<file path="src/rtl/vtx_pkg.sv">
// Shared types and code constants for the Videotex to UTF-8 transcoder.
// No dependencies; imported by the decoder and the top level.
`timescale 1ns / 1ps
`default_nettype none

package vtx_pkg;

   // Videotex control codes
   localparam logic [7:0] CODE_SO    = 8'h0E;
   localparam logic [7:0] CODE_SI    = 8'h0F;
   localparam logic [7:0] CODE_SS2   = 8'h19;
   localparam logic [7:0] CODE_ESC10 = 8'h10;
   localparam logic [7:0] CODE_ESC12 = 8'h12;
   localparam logic [7:0] CODE_ESC13 = 8'h13;
   localparam logic [7:0] CODE_ESC   = 8'h1B;
   localparam logic [7:0] CODE_ESC1F = 8'h1F;

   // Accent selectors following SS2
   localparam logic [7:0] ACC_GRAVE  = 8'h41;
   localparam logic [7:0] ACC_ACUTE  = 8'h42;
   localparam logic [7:0] ACC_CIRC   = 8'h43;
   localparam logic [7:0] ACC_UMLAUT = 8'h48;
   localparam logic [7:0] ACC_CEDIL  = 8'h4B;
   localparam logic [3:0] ACC_NIBBLE = 4'h4;

   // UTF-8 fragments
   localparam logic [7:0] UTF_LEAD_C2   = 8'hC2;
   localparam logic [7:0] UTF_LEAD_C3   = 8'hC3;
   localparam logic [7:0] UTF_LEAD_C5   = 8'hC5;
   localparam logic [7:0] UTF_LEAD_CE   = 8'hCE;
   localparam logic [7:0] UTF_LEAD_E2   = 8'hE2;
   localparam logic [7:0] UTF_LEAD_EF   = 8'hEF;
   localparam logic [7:0] UTF_LEAD_F0   = 8'hF0;
   localparam logic [7:0] UTF_SEXT_1    = 8'h9F;
   localparam logic [7:0] UTF_SEXT_2    = 8'hAC;
   localparam logic [7:0] UTF_BLOCK_1   = 8'h96;
   localparam logic [7:0] UTF_UNKNOWN   = 8'h5F;

   localparam int unsigned OUT_BYTES = 4;

   // Byte history and mode carried between items
   typedef struct packed {
      logic       graphics_mode;
      logic [7:0] last_byte;
      logic [7:0] before_last_byte;
   } hist_type;

   // One decoded result
   typedef struct packed {
      logic [2:0]                     out_count;
      logic [OUT_BYTES-1:0][7:0]      out_bytes;
      logic                           error;
   } result_type;

endpackage

`default_nettype wire

</file>
<file path="src/rtl/vtx_decode.sv">
// Combinational decode of one Videotex byte into up to four UTF-8 bytes.
// Depends on vtx_pkg; computes the result and the next byte history.
`timescale 1ns / 1ps
`default_nettype none

module vtx_decode
   import vtx_pkg::*;
(
   input  wire logic [7:0] vt_byte,
   input  wire logic       start_of_message,
   input  wire logic       start_graphics,
   input  wire hist_type   hist,
   output result_type      result,
   output hist_type        hist_next
);

   // Low byte of the accented Latin-1 letter, zero when there is no match
   function automatic logic [7:0] accent_low(input logic [7:0] acc, input logic [7:0] b);
      logic [7:0] lo;
      lo = 8'h00;
      case (acc)
         ACC_GRAVE: begin
            if (b == 8'h61) lo = 8'hA0;
            else if (b == 8'h65) lo = 8'hA8;
            else if (b == 8'h75) lo = 8'hB9;
         end
         ACC_ACUTE: begin
            if (b == 8'h65) lo = 8'hA9;
         end
         ACC_CIRC: begin
            if (b == 8'h61) lo = 8'hA2;
            else if (b == 8'h65) lo = 8'hAA;
            else if (b == 8'h69) lo = 8'hAE;
            else if (b == 8'h6F) lo = 8'hB4;
            else if (b == 8'h75) lo = 8'hBB;
         end
         ACC_UMLAUT: begin
            if (b == 8'h61) lo = 8'hA4;
            else if (b == 8'h65) lo = 8'hAB;
            else if (b == 8'h69) lo = 8'hAF;
            else if (b == 8'h6F) lo = 8'hB6;
            else if (b == 8'h75) lo = 8'hBC;
         end
         ACC_CEDIL: begin
            if (b == 8'h63) lo = 8'hA7;
         end
         default: lo = 8'h00;
      endcase
      return lo;
   endfunction

   hist_type   eff;
   logic [7:0] lo;
   logic [7:0] sext_off;
   logic       sext_hit;

   always_comb begin
      // message start reloads the mode and drops the history
      eff = hist;
      if (start_of_message) begin
         eff.graphics_mode    = start_graphics;
         eff.last_byte        = 8'h00;
         eff.before_last_byte = 8'h00;
      end

      result    = '0;
      hist_next = eff;
      lo        = accent_low(eff.last_byte, vt_byte);

      // sextant ranges: offset into U+1FB00 block skipping the plain blocks
      sext_hit = 1'b1;
      if (vt_byte >= 8'h21 && vt_byte <= 8'h34)      sext_off = 8'h5F;
      else if (vt_byte >= 8'h36 && vt_byte <= 8'h49) sext_off = 8'h5E;
      else if (vt_byte >= 8'h4B && vt_byte <= 8'h5E) sext_off = 8'h5D;
      else if (vt_byte >= 8'h60 && vt_byte <= 8'h69) sext_off = 8'h3E;
      else if (vt_byte >= 8'h6B && vt_byte <= 8'h6E) sext_off = 8'h3D;
      else begin
         sext_off = 8'h00;
         sext_hit = 1'b0;
      end

      if (vt_byte < 8'h20) begin
         // control bytes, either mode
         case (vt_byte)
            CODE_SO:  hist_next.graphics_mode = 1'b1;
            CODE_SI:  hist_next.graphics_mode = 1'b0;
            CODE_SS2: ;
            CODE_ESC10, CODE_ESC12, CODE_ESC13, CODE_ESC, CODE_ESC1F:
               result.error = 1'b1;
            default: begin
               result.out_count    = 3'd1;
               result.out_bytes[0] = vt_byte;
            end
         endcase
      end else if (eff.graphics_mode) begin
         // mosaic set
         if (vt_byte == 8'h20 || vt_byte == 8'h7F) begin
            result.out_count    = 3'd1;
            result.out_bytes[0] = vt_byte;
         end else if (vt_byte == 8'h35) begin
            result.out_count = 3'd3;
            result.out_bytes[0] = UTF_LEAD_E2;
            result.out_bytes[1] = UTF_BLOCK_1;
            result.out_bytes[2] = 8'h8C;
         end else if (vt_byte == 8'h4A || vt_byte == 8'h6A) begin
            result.out_count = 3'd3;
            result.out_bytes[0] = UTF_LEAD_E2;
            result.out_bytes[1] = UTF_BLOCK_1;
            result.out_bytes[2] = 8'h90;
         end else if (vt_byte == 8'h5F) begin
            result.out_count = 3'd3;
            result.out_bytes[0] = UTF_LEAD_E2;
            result.out_bytes[1] = UTF_BLOCK_1;
            result.out_bytes[2] = 8'h88;
         end else if (sext_hit) begin
            result.out_count = 3'd4;
            result.out_bytes[0] = UTF_LEAD_F0;
            result.out_bytes[1] = UTF_SEXT_1;
            result.out_bytes[2] = UTF_SEXT_2;
            result.out_bytes[3] = vt_byte + sext_off;
         end
      end else if (eff.last_byte == CODE_SS2) begin
         // symbol after SS2; an accent selector waits for its letter
         if (vt_byte[7:4] != ACC_NIBBLE) begin
            result.out_count    = 3'd1;
            result.out_bytes[0] = UTF_UNKNOWN;
            case (vt_byte)
               8'h23: begin
                  result.out_count = 3'd2;
                  result.out_bytes[0] = UTF_LEAD_C2;
                  result.out_bytes[1] = 8'hA3;
               end
               8'h24: result.out_bytes[0] = 8'h24;
               8'h26: begin
                  result.out_count = 3'd3;
                  result.out_bytes[0] = UTF_LEAD_EF;
                  result.out_bytes[1] = 8'hBC;
                  result.out_bytes[2] = 8'h83;
               end
               8'h27: begin
                  result.out_count = 3'd2;
                  result.out_bytes[0] = UTF_LEAD_C2;
                  result.out_bytes[1] = 8'hA7;
               end
               8'h2C, 8'h2D, 8'h2E, 8'h2F: begin
                  result.out_count = 3'd3;
                  result.out_bytes[0] = UTF_LEAD_E2;
                  result.out_bytes[1] = 8'h86;
                  result.out_bytes[2] = {6'b100100, vt_byte[1:0]};
               end
               8'h30: begin
                  result.out_count = 3'd2;
                  result.out_bytes[0] = UTF_LEAD_C2;
                  result.out_bytes[1] = 8'hB0;
               end
               8'h31: begin
                  result.out_count = 3'd2;
                  result.out_bytes[0] = UTF_LEAD_C2;
                  result.out_bytes[1] = 8'hB1;
               end
               8'h35: begin
                  result.out_count = 3'd2;
                  result.out_bytes[0] = UTF_LEAD_C3;
                  result.out_bytes[1] = 8'hB7;
               end
               8'h3C, 8'h3D, 8'h3E: begin
                  result.out_count = 3'd2;
                  result.out_bytes[0] = UTF_LEAD_C2;
                  result.out_bytes[1] = vt_byte + 8'h80;
               end
               8'h6A: begin
                  result.out_count = 3'd2;
                  result.out_bytes[0] = UTF_LEAD_C5;
                  result.out_bytes[1] = 8'h92;
               end
               8'h7A: begin
                  result.out_count = 3'd2;
                  result.out_bytes[0] = UTF_LEAD_C5;
                  result.out_bytes[1] = 8'h93;
               end
               8'h7B: begin
                  result.out_count = 3'd2;
                  result.out_bytes[0] = UTF_LEAD_CE;
                  result.out_bytes[1] = 8'hB2;
               end
               default: result.out_bytes[0] = UTF_UNKNOWN;
            endcase
         end
      end else if (eff.before_last_byte == CODE_SS2 && eff.last_byte[7:4] == ACC_NIBBLE) begin
         // accented letter, or the plain letter when unmatched
         if (lo != 8'h00) begin
            result.out_count    = 3'd2;
            result.out_bytes[0] = UTF_LEAD_C3;
            result.out_bytes[1] = lo;
         end else begin
            result.out_count    = 3'd1;
            result.out_bytes[0] = vt_byte;
         end
      end else begin
         result.out_count    = 3'd1;
         result.out_bytes[0] = vt_byte;
      end

      // every byte enters the history
      hist_next.before_last_byte = eff.last_byte;
      hist_next.last_byte        = vt_byte;
   end

endmodule

`default_nettype wire

</file>
<file path="src/rtl/videotex_to_utf8_transcoder.sv">
// Top level of the Videotex to UTF-8 transcoder: input register, decode, result register.
// Depends on vtx_pkg and vtx_decode.
`timescale 1ns / 1ps
`default_nettype none

// One Videotex byte per transfer in, one result per transfer out: a count of 0 to 4
// UTF-8 bytes, the bytes (zero past the count) and an error flag for unsupported
// escape codes, after which the message should be dropped. The block sustains one
// byte per cycle while rsp_ready stays high. An input transfer fills the input
// register, and the decoded result then loads the result register, which drives
// the rsp ports. A stalled result holds the input register, and req_ready drops
// while both registers are full and the result is stalled.
// req_start_of_message loads the mode from the start_graphics register and clears
// the byte history before that byte is decoded. Write the register only while idle.
module videotex_to_utf8_transcoder
   import vtx_pkg::*;
(
   input  wire logic       clock,
   input  wire logic       reset,
   input  wire logic       req_valid,
   output logic            req_ready,
   input  wire logic [7:0] req_vt_byte,
   input  wire logic       req_start_of_message,
   output logic            rsp_valid,
   input  wire logic       rsp_ready,
   output logic [2:0]      rsp_out_count,
   output logic [7:0]      rsp_out_byte_0,
   output logic [7:0]      rsp_out_byte_1,
   output logic [7:0]      rsp_out_byte_2,
   output logic [7:0]      rsp_out_byte_3,
   output logic            rsp_error,
   input  wire logic       csr_write_enable,
   input  wire logic       csr_write_data
);

   logic       start_graphics_ff;
   logic       in_valid_ff;
   logic [7:0] in_byte_ff;
   logic       in_som_ff;
   hist_type   hist_ff;
   hist_type   hist_in;
   result_type dec_result;
   logic       out_valid_ff;
   result_type out_ff;
   logic       advance;

   // stage moves forward when the result register is free or draining
   assign advance   = in_valid_ff && (!out_valid_ff || rsp_ready);
   assign req_ready = !in_valid_ff || advance;

   vtx_decode u_decode (
      .vt_byte          (in_byte_ff),
      .start_of_message (in_som_ff),
      .start_graphics   (start_graphics_ff),
      .hist             (hist_ff),
      .result           (dec_result),
      .hist_next        (hist_in)
   );

   // configuration register
   always_ff @(posedge clock) begin
      if (reset) begin
         start_graphics_ff <= 1'b0;
      end else if (csr_write_enable) begin
         start_graphics_ff <= csr_write_data;
      end
   end

   // input register
   always_ff @(posedge clock) begin
      if (reset) begin
         in_valid_ff <= 1'b0;
      end else if (req_ready) begin
         in_valid_ff <= req_valid;
      end
      if (req_valid && req_ready) begin
         in_byte_ff <= req_vt_byte;
         in_som_ff  <= req_start_of_message;
      end
   end

   // history and result register
   always_ff @(posedge clock) begin
      if (reset) begin
         hist_ff      <= '0;
         out_valid_ff <= 1'b0;
      end else begin
         if (advance) begin
            hist_ff <= hist_in;
         end
         if (advance) begin
            out_valid_ff <= 1'b1;
         end else if (rsp_ready) begin
            out_valid_ff <= 1'b0;
         end
      end
      if (advance) begin
         out_ff <= dec_result;
      end
   end

   assign rsp_valid      = out_valid_ff;
   assign rsp_out_count  = out_ff.out_count;
   assign rsp_out_byte_0 = out_ff.out_bytes[0];
   assign rsp_out_byte_1 = out_ff.out_bytes[1];
   assign rsp_out_byte_2 = out_ff.out_bytes[2];
   assign rsp_out_byte_3 = out_ff.out_bytes[3];
   assign rsp_error      = out_ff.error;

endmodule

`default_nettype wire

</file>
<file path="config.mk">
export PLATFORM = sky130hd
export DESIGN_NAME = videotex_to_utf8_transcoder
export DESIGN_NICKNAME = d
export VERILOG_FILES = /design/src/rtl/vtx_pkg.sv /design/src/rtl/vtx_decode.sv /design/src/rtl/videotex_to_utf8_transcoder.sv
export SDC_FILE = /design/constraint.sdc
export NUM_CORES = 1
export LEC_CHECK = 0
export ABC_AREA = 0
export BUFFER_PORTS_ARGS = -buffer_cell sky130_fd_sc_hd__buf_2
export CORE_AREA = 8 8 87 120
export DETAILED_ROUTE_END_ITERATION = 8
export DIE_AREA = 0 0 95 128
export PLACE_DENSITY = 0.76
export SYNTH_ARGS = -nofsm -noshare
export SYNTH_HDL_FRONTEND = slang
export SYNTH_HIERARCHICAL = 1
export SYNTH_SLANG_ARGS = --single-unit
</file>
<file path="constraint.sdc">
create_clock -name clock -period 2.7 [get_ports clock]
set_input_delay 0.27 -clock clock [delete_from_list [all_inputs] [get_ports clock]]
set_output_delay 0.27 -clock clock [all_outputs]
set_load 0.05 [all_outputs]
</file>
== After elaboration in Yosys (flattened, before gate mapping) ==
Cells that the tools add are included.
Word-level totals
  flip-flop bits (word level): 65
  word-level logic and storage cells: 166
  memories kept: 0
  bits of input ports: 15
  memory bits (writable): 0
  ROM bits: 0
  bits in latches: 0
Cells by class
  $add $sub $neg: 2
  reductions and logical operators: 25
  shifts and indexed selects: 0
  order comparisons: 11
  equal/unequal tests: 44
  multipliers: 0
  bitwise operators: 1
  mux-type cells: 69
  div/mod/pow operators: 0
Operator list (count)
  two-way mux 35 bit: 7
  two-way mux 8 bit: 27
  equality test 8 x 7 -> 1 bit (second input constant): 17
  equality test 8 x 6 -> 1 bit (second input constant): 15
  two-way mux 24 bit: 5
  case mux 8 bit (11 select lines): 1
  equality test 8 x 5 -> 1 bit (second input constant): 8
  case mux 8 bit (7 select lines): 1
  case mux 8 bit (5 select lines): 1
  less-or-equal comparator 8 x 7 -> 1 bit (second input constant): 4
  two-way mux 16 bit: 2
  two-way mux 3 bit: 9
  greater-or-equal comparator 8 x 7 -> 1 bit (second input constant): 3
  two-way mux 17 bit: 1
  equality test 8 x 4 -> 1 bit (second input constant): 2
  greater-or-equal comparator 8 x 6 -> 1 bit (second input constant): 2
  case mux 8 bit (2 select lines): 1
  OR reduction 11 bit: 1
  two-way mux 1 bit: 10
  OR reduction 5 bit: 2
  adder 8 bit: 1
  adder 8 bit (second input constant): 1
  less-or-equal comparator 8 x 6 -> 1 bit (second input constant): 1
  logical AND 1 bit: 8
  other kinds (18): 22

== Depth between registers and ports, before layout ==
  depth in word-level cells: 21
  mapped depth: 16

== By module ==
The synthesis kept the hierarchy.
By module, submodules not included
  vtx_decode: area an instance 2324.7 µm², cells an instance 349, instances 1
  videotex_to_utf8_transcoder: area an instance 2234.6 µm², cells an instance 132, instances 1

== Least setup slack after synthesis ==
No wires, ideal clock.
  path kind: register to register
  start point: register in_byte_ff[1]
  end point: register out_ff, in the netlist rsp_out_byte_3[6] (data pin)
  cell stages (with the launch flop): 14
  period minus slack after synthesis: 3026 ps
  arrival time: 2766 ps
  required time: 2440 ps
  setup slack: -326 ps
  cells stage by stage: edfxtp_1 -> buf_2 -> nor3_2 -> a31oi_4 -> a22o_4 -> nor2_2 -> inv_1 -> ha_1 -> nor2b_1 -> o21ai_0 -> a21oi_1 -> o21ai_0 -> nor3b_1 -> nor3_2
On the way
  longest elaborated chain between the ends: 15
  elaborated cells between the ends (all ways): 43
RTL lines
  start: declaration: line videotex_to_utf8_transcoder.sv:38  | logic [7:0] in_byte_ff;
  start signal: assignment: line videotex_to_utf8_transcoder.sv:77  | in_byte_ff <= req_vt_byte;
  greater-or-equal comparator 8 x 7 -> 1 bit / less-or-equal comparator 8 x 7 -> 1 bit (equally long branches): line vtx_decode.sv:76  | else if (vt_byte >= 8'h6B && vt_byte <= 8'h6E) sext_off = 8'h3D;
  logical AND 1 bit: line vtx_decode.sv:76
  two-way mux 6 bit: line vtx_decode.sv:76
  two-way mux 8 bit: line vtx_decode.sv:75  | else if (vt_byte >= 8'h60 && vt_byte <= 8'h69) sext_off = 8'h3E;
  two-way mux 8 bit: line vtx_decode.sv:74  | else if (vt_byte >= 8'h4B && vt_byte <= 8'h5E) sext_off = 8'h5D;
  two-way mux 8 bit: line vtx_decode.sv:73  | else if (vt_byte >= 8'h36 && vt_byte <= 8'h49) sext_off = 8'h5E;
  two-way mux 8 bit: line vtx_decode.sv:72  | if (vt_byte >= 8'h21 && vt_byte <= 8'h34) sext_off = 8'h5F;
  adder 8 bit: line vtx_decode.sv:120  | result.out_bytes[3] = vt_byte + sext_off;
  two-way mux 35 bit: line vtx_decode.sv:115  | end else if (sext_hit) begin
  two-way mux 35 bit: line vtx_decode.sv:110  | end else if (vt_byte == 8'h5F) begin
  two-way mux 35 bit: line vtx_decode.sv:105  | end else if (vt_byte == 8'h4A || vt_byte == 8'h6A) begin
  two-way mux 35 bit: line vtx_decode.sv:100  | end else if (vt_byte == 8'h35) begin
  two-way mux 35 bit: line vtx_decode.sv:97  | if (vt_byte == 8'h20 || vt_byte == 8'h7F) begin
  two-way mux 35 bit: line vtx_decode.sv:95  | end else if (eff.graphics_mode) begin
  two-way mux 35 bit: line vtx_decode.sv:82  | if (vt_byte < 8'h20) begin
  end signal: assignment: line videotex_to_utf8_transcoder.sv:98  | out_ff <= dec_result;
  end: declaration: line videotex_to_utf8_transcoder.sv:44  | result_type out_ff;
Parallel ways exist; a longest one is shown, timed or not. The select of a mux whose other input is x is not followed.
A chain may end at the register's enable or synchronous reset.

== Final worst setup path ==
  start point: register in_byte_ff[0]
  end point: register out_ff, in the netlist rsp_out_byte_3[7] (data pin)
The elaborated chain is that of the path after synthesis.

==> out/metrics.cfg <==
[flow_run]
cap_violations=0

[synth]
post_synth_num_cell_types=87
async_flop_share_pct=0
yosysTopAreaCellShare_pct=29.6
synthTopCellsByArea=edfxtp_1 (30%), dfxtp_1 (8.8%), nand2b_1 (6.3%)
synth_area_per_cell_um2=9.48
synth-seq-area-share_pct=38.4
ys_ff_latch=65
synthCells=481
synth_flop_cell=edfxtp_1
ys_warn_count=6
synth_edf_count=45
synth_area_um2=4560
yosysTopAreaCell=edfxtp_1

[sta]
hold_viol_final=0
timing.final.crit_share_pct=102
fin_crit_ns=2.75
clock-skew-final_ns=0.00582
setup-tns-final_ns=-0.0994
rsz0062_at_grt=true
drv_slew=0
worst_pin_slew_ns=0.883
worst_slack_ns=-0.0526
finalSetupViolCount=2
max_freq_ghz=0.363
slew_headroom_pct=41.1

[detailed_routing]
vias=4130
drt-pass1-iter-count=5
wl_per_cell_um=20.5
via_per_inst=6.03
drt_iter0_markers=297
drt_wl_total_um=14100
drc=0
postRouteAntennaNets=0

[critical_path]
criticalPathCategory=reg2reg
critPathRequiredTime_ns=2.79
cp_cell_sequence=buf_4, and4bb_2, nand2_2, a22o_4, ha_1, a21o_1, a21oi_4, o22ai_2, o41ai_2, xor2_1, nor2_1
crit_path_max_fanout=5
start_kind=register
crit_slowest_cell=edfxtp_1
critPathCaptureType=register
critPathArrivalTime_ns=2.84
cpPeakStageDelay_ns=0.48

[grt]
met3_usage_pct=4.10
grt_pass1_wl_um=21900
grt_pass1_vias=4094
met2_usage_pct=39.7
grt_remaining_overflow=0
grt_start_max_net_pins=54
antenna_found_initial=0
use_met1_pct=27.5
grt_util_all_layers_pct=23.7
gr-max-usage-layer=met2

[cells_and_area]
final_common_cell=buf_4
final_nets=596
drive_gt1_share_pct=33.7
synthToLayoutAreaGrowth_pct=24.7
layout_common_cells=buf_4 (67), buf_2 (52), nand2b_1 (46)
antennaDiodeCount=0

[power]
power_density_nw_per_um2=510
ir_drop_v=0.000361
leakage_nw=2.18

[die]
dieArea_um2=12200
coreArea_um2=8770
fp.dieW_um=95
pin_count=53
num_rows=41
initial_core_util_pct=52.0
dieHeight_um=128

[placement]
dp_slack_ns=-0.0733
gp_congestion=0.912
portBuffers=52
place_hpwl_um=10600

[run_status]
status=finished with violations
violations=negative setup slack

[worst_hold_path]
hold_path.class=in2reg

[clock_tree]
clockBufferDepth=2
cts_tree=yes
clockRootBuffer=clkbuf_16
cts_sinks=65
cts_buffers=9
clk_latency_ns=0.33
clk_transition_reported_paths_ns=0.06
h-tree-depth=3

-- power by group --
part	internal, mW	switching, mW	total (mW)
combinational	0.226	0.362	0.588
sequential	1.11	0.0310	1.14
clock	0.736	0.433	1.17
-- sequential cells by signal, summed over array words and instances (netlist names) --
name,flops
rsp_error,1
start_graphics_ff,1
rsp_valid,1
in_byte_ff,8
rsp_out_byte_1,8
rsp_out_byte_3,8
rsp_out_byte_0,8
hist_ff,17
rsp_out_count,3
in_som_ff,1
rsp_out_byte_2,8
in_valid_ff,1
-- routing by layer --
metal,vias up,part of all wire [%]
met5,-,0
met4,0,4.6
met3,41,5.2
met2,154,51
met1,1990,39
li1,1945,-
-- logic make-up (layout without fill, tap and decap cells) --
logic type / count (synthesis) / in the layout / share of synthesized area, %
AND/OR/NAND/NOR: 215 / 215 / 29.4
AO/OA/AOI/OAI: 109 / 109 / 17.2
flip-flops: 65 / 65 / 38.4
buffers and inverters: 58 / 154 / 7.11
multiplexers: 22 / 22 / 4.88
adder cells (fa/ha/maj): 8 / 8 / 2.36
XOR/XNOR: 3 / 3 / 0.576
other: 1 / 2 / 0.0822
-- layout make-up --
type | instances | area (um^2)
Sequential cell | 65 | 1750
Multi-Input combinational cell | 359 | 2630
Clock buffer | 11 | 243
Inverter | 16 | 61.3
Tap cell | 107 | 134
Fill cell | 718 | 3090
Clock inverter | 5 | 55.1
Timing Repair Buffer | 122 | 815
-- metrics by stage --
stage	hold WS, ns	area (um^2)	instances	utilization (%)	power, mW
after floorplan	0.369	4670	482	-	1.56
after CTS	0.0969	5610	679	64.0	2.91
after detailed placement	0.448	5230	654	59.6	1.72
after global routing	0.0996	5690	685	64.8	3.01
final	0.106	5690	685	64.8	2.90
after global placement	0.447	5230	654	59.6	1.71
-- worst paths after layout --
check	end	cells past startpoint	from	slack [ns]
setup reg to reg	rsp_out_byte_3[7]	11	in_byte_ff[0]	-0.05
hold / removal	in_byte_ff[5]	1	req_vt_byte[5]	0.11
hold reg to reg	hist_ff[16]	2	hist_ff[16]	0.49
setup / recovery	rsp_out_byte_3[7]	11	in_byte_ff[0]	-0.05
-- worst max-delay path, delay by kind of cell (launching register included) --
kind | cells | cell delay, ns
AND/OR/NAND/NOR | 3 | 0.38
adder cells (fa/ha/maj) | 1 | 0.28
flip-flops | 1 | 0.48
buffers and inverters | 1 | 0.16
AO/OA/AOI/OAI | 5 | 1.03
XOR/XNOR | 1 | 0.18
-- cell usage after synthesis (4+ instances only) --
cell type,number
nand2b_1,46
edfxtp_1,45
nor2_1,39
nand2_1,26
a21oi_1,23
dfxtp_1,20
mux2i_1,20
nor3_1,19
nor2b_1,18
o21ai_0,18
buf_4,15
inv_1,14
clkbuf_1,11
buf_2,9
o22ai_1,8
ha_1,7
nand3_1,7
a211oi_1,6
nor3b_1,6
o211ai_1,6
a22oi_1,5
buf_6,5
nor3_2,5
nor4_1,5
or3_1,5
a21o_1,4
a31oi_1,4
o21a_1,4
o21ai_1,4
-- what timing repair did --
action                     4_1_cts  5_1_grt
cloned                           0        0
buffers inserted                 9        6
pin swaps                        5        4
hold buffers                     0        0
gates resized for setup          5        8
setup endpoints to repair        3        9
No activity file was read; power rests on OpenSTA's default activity.
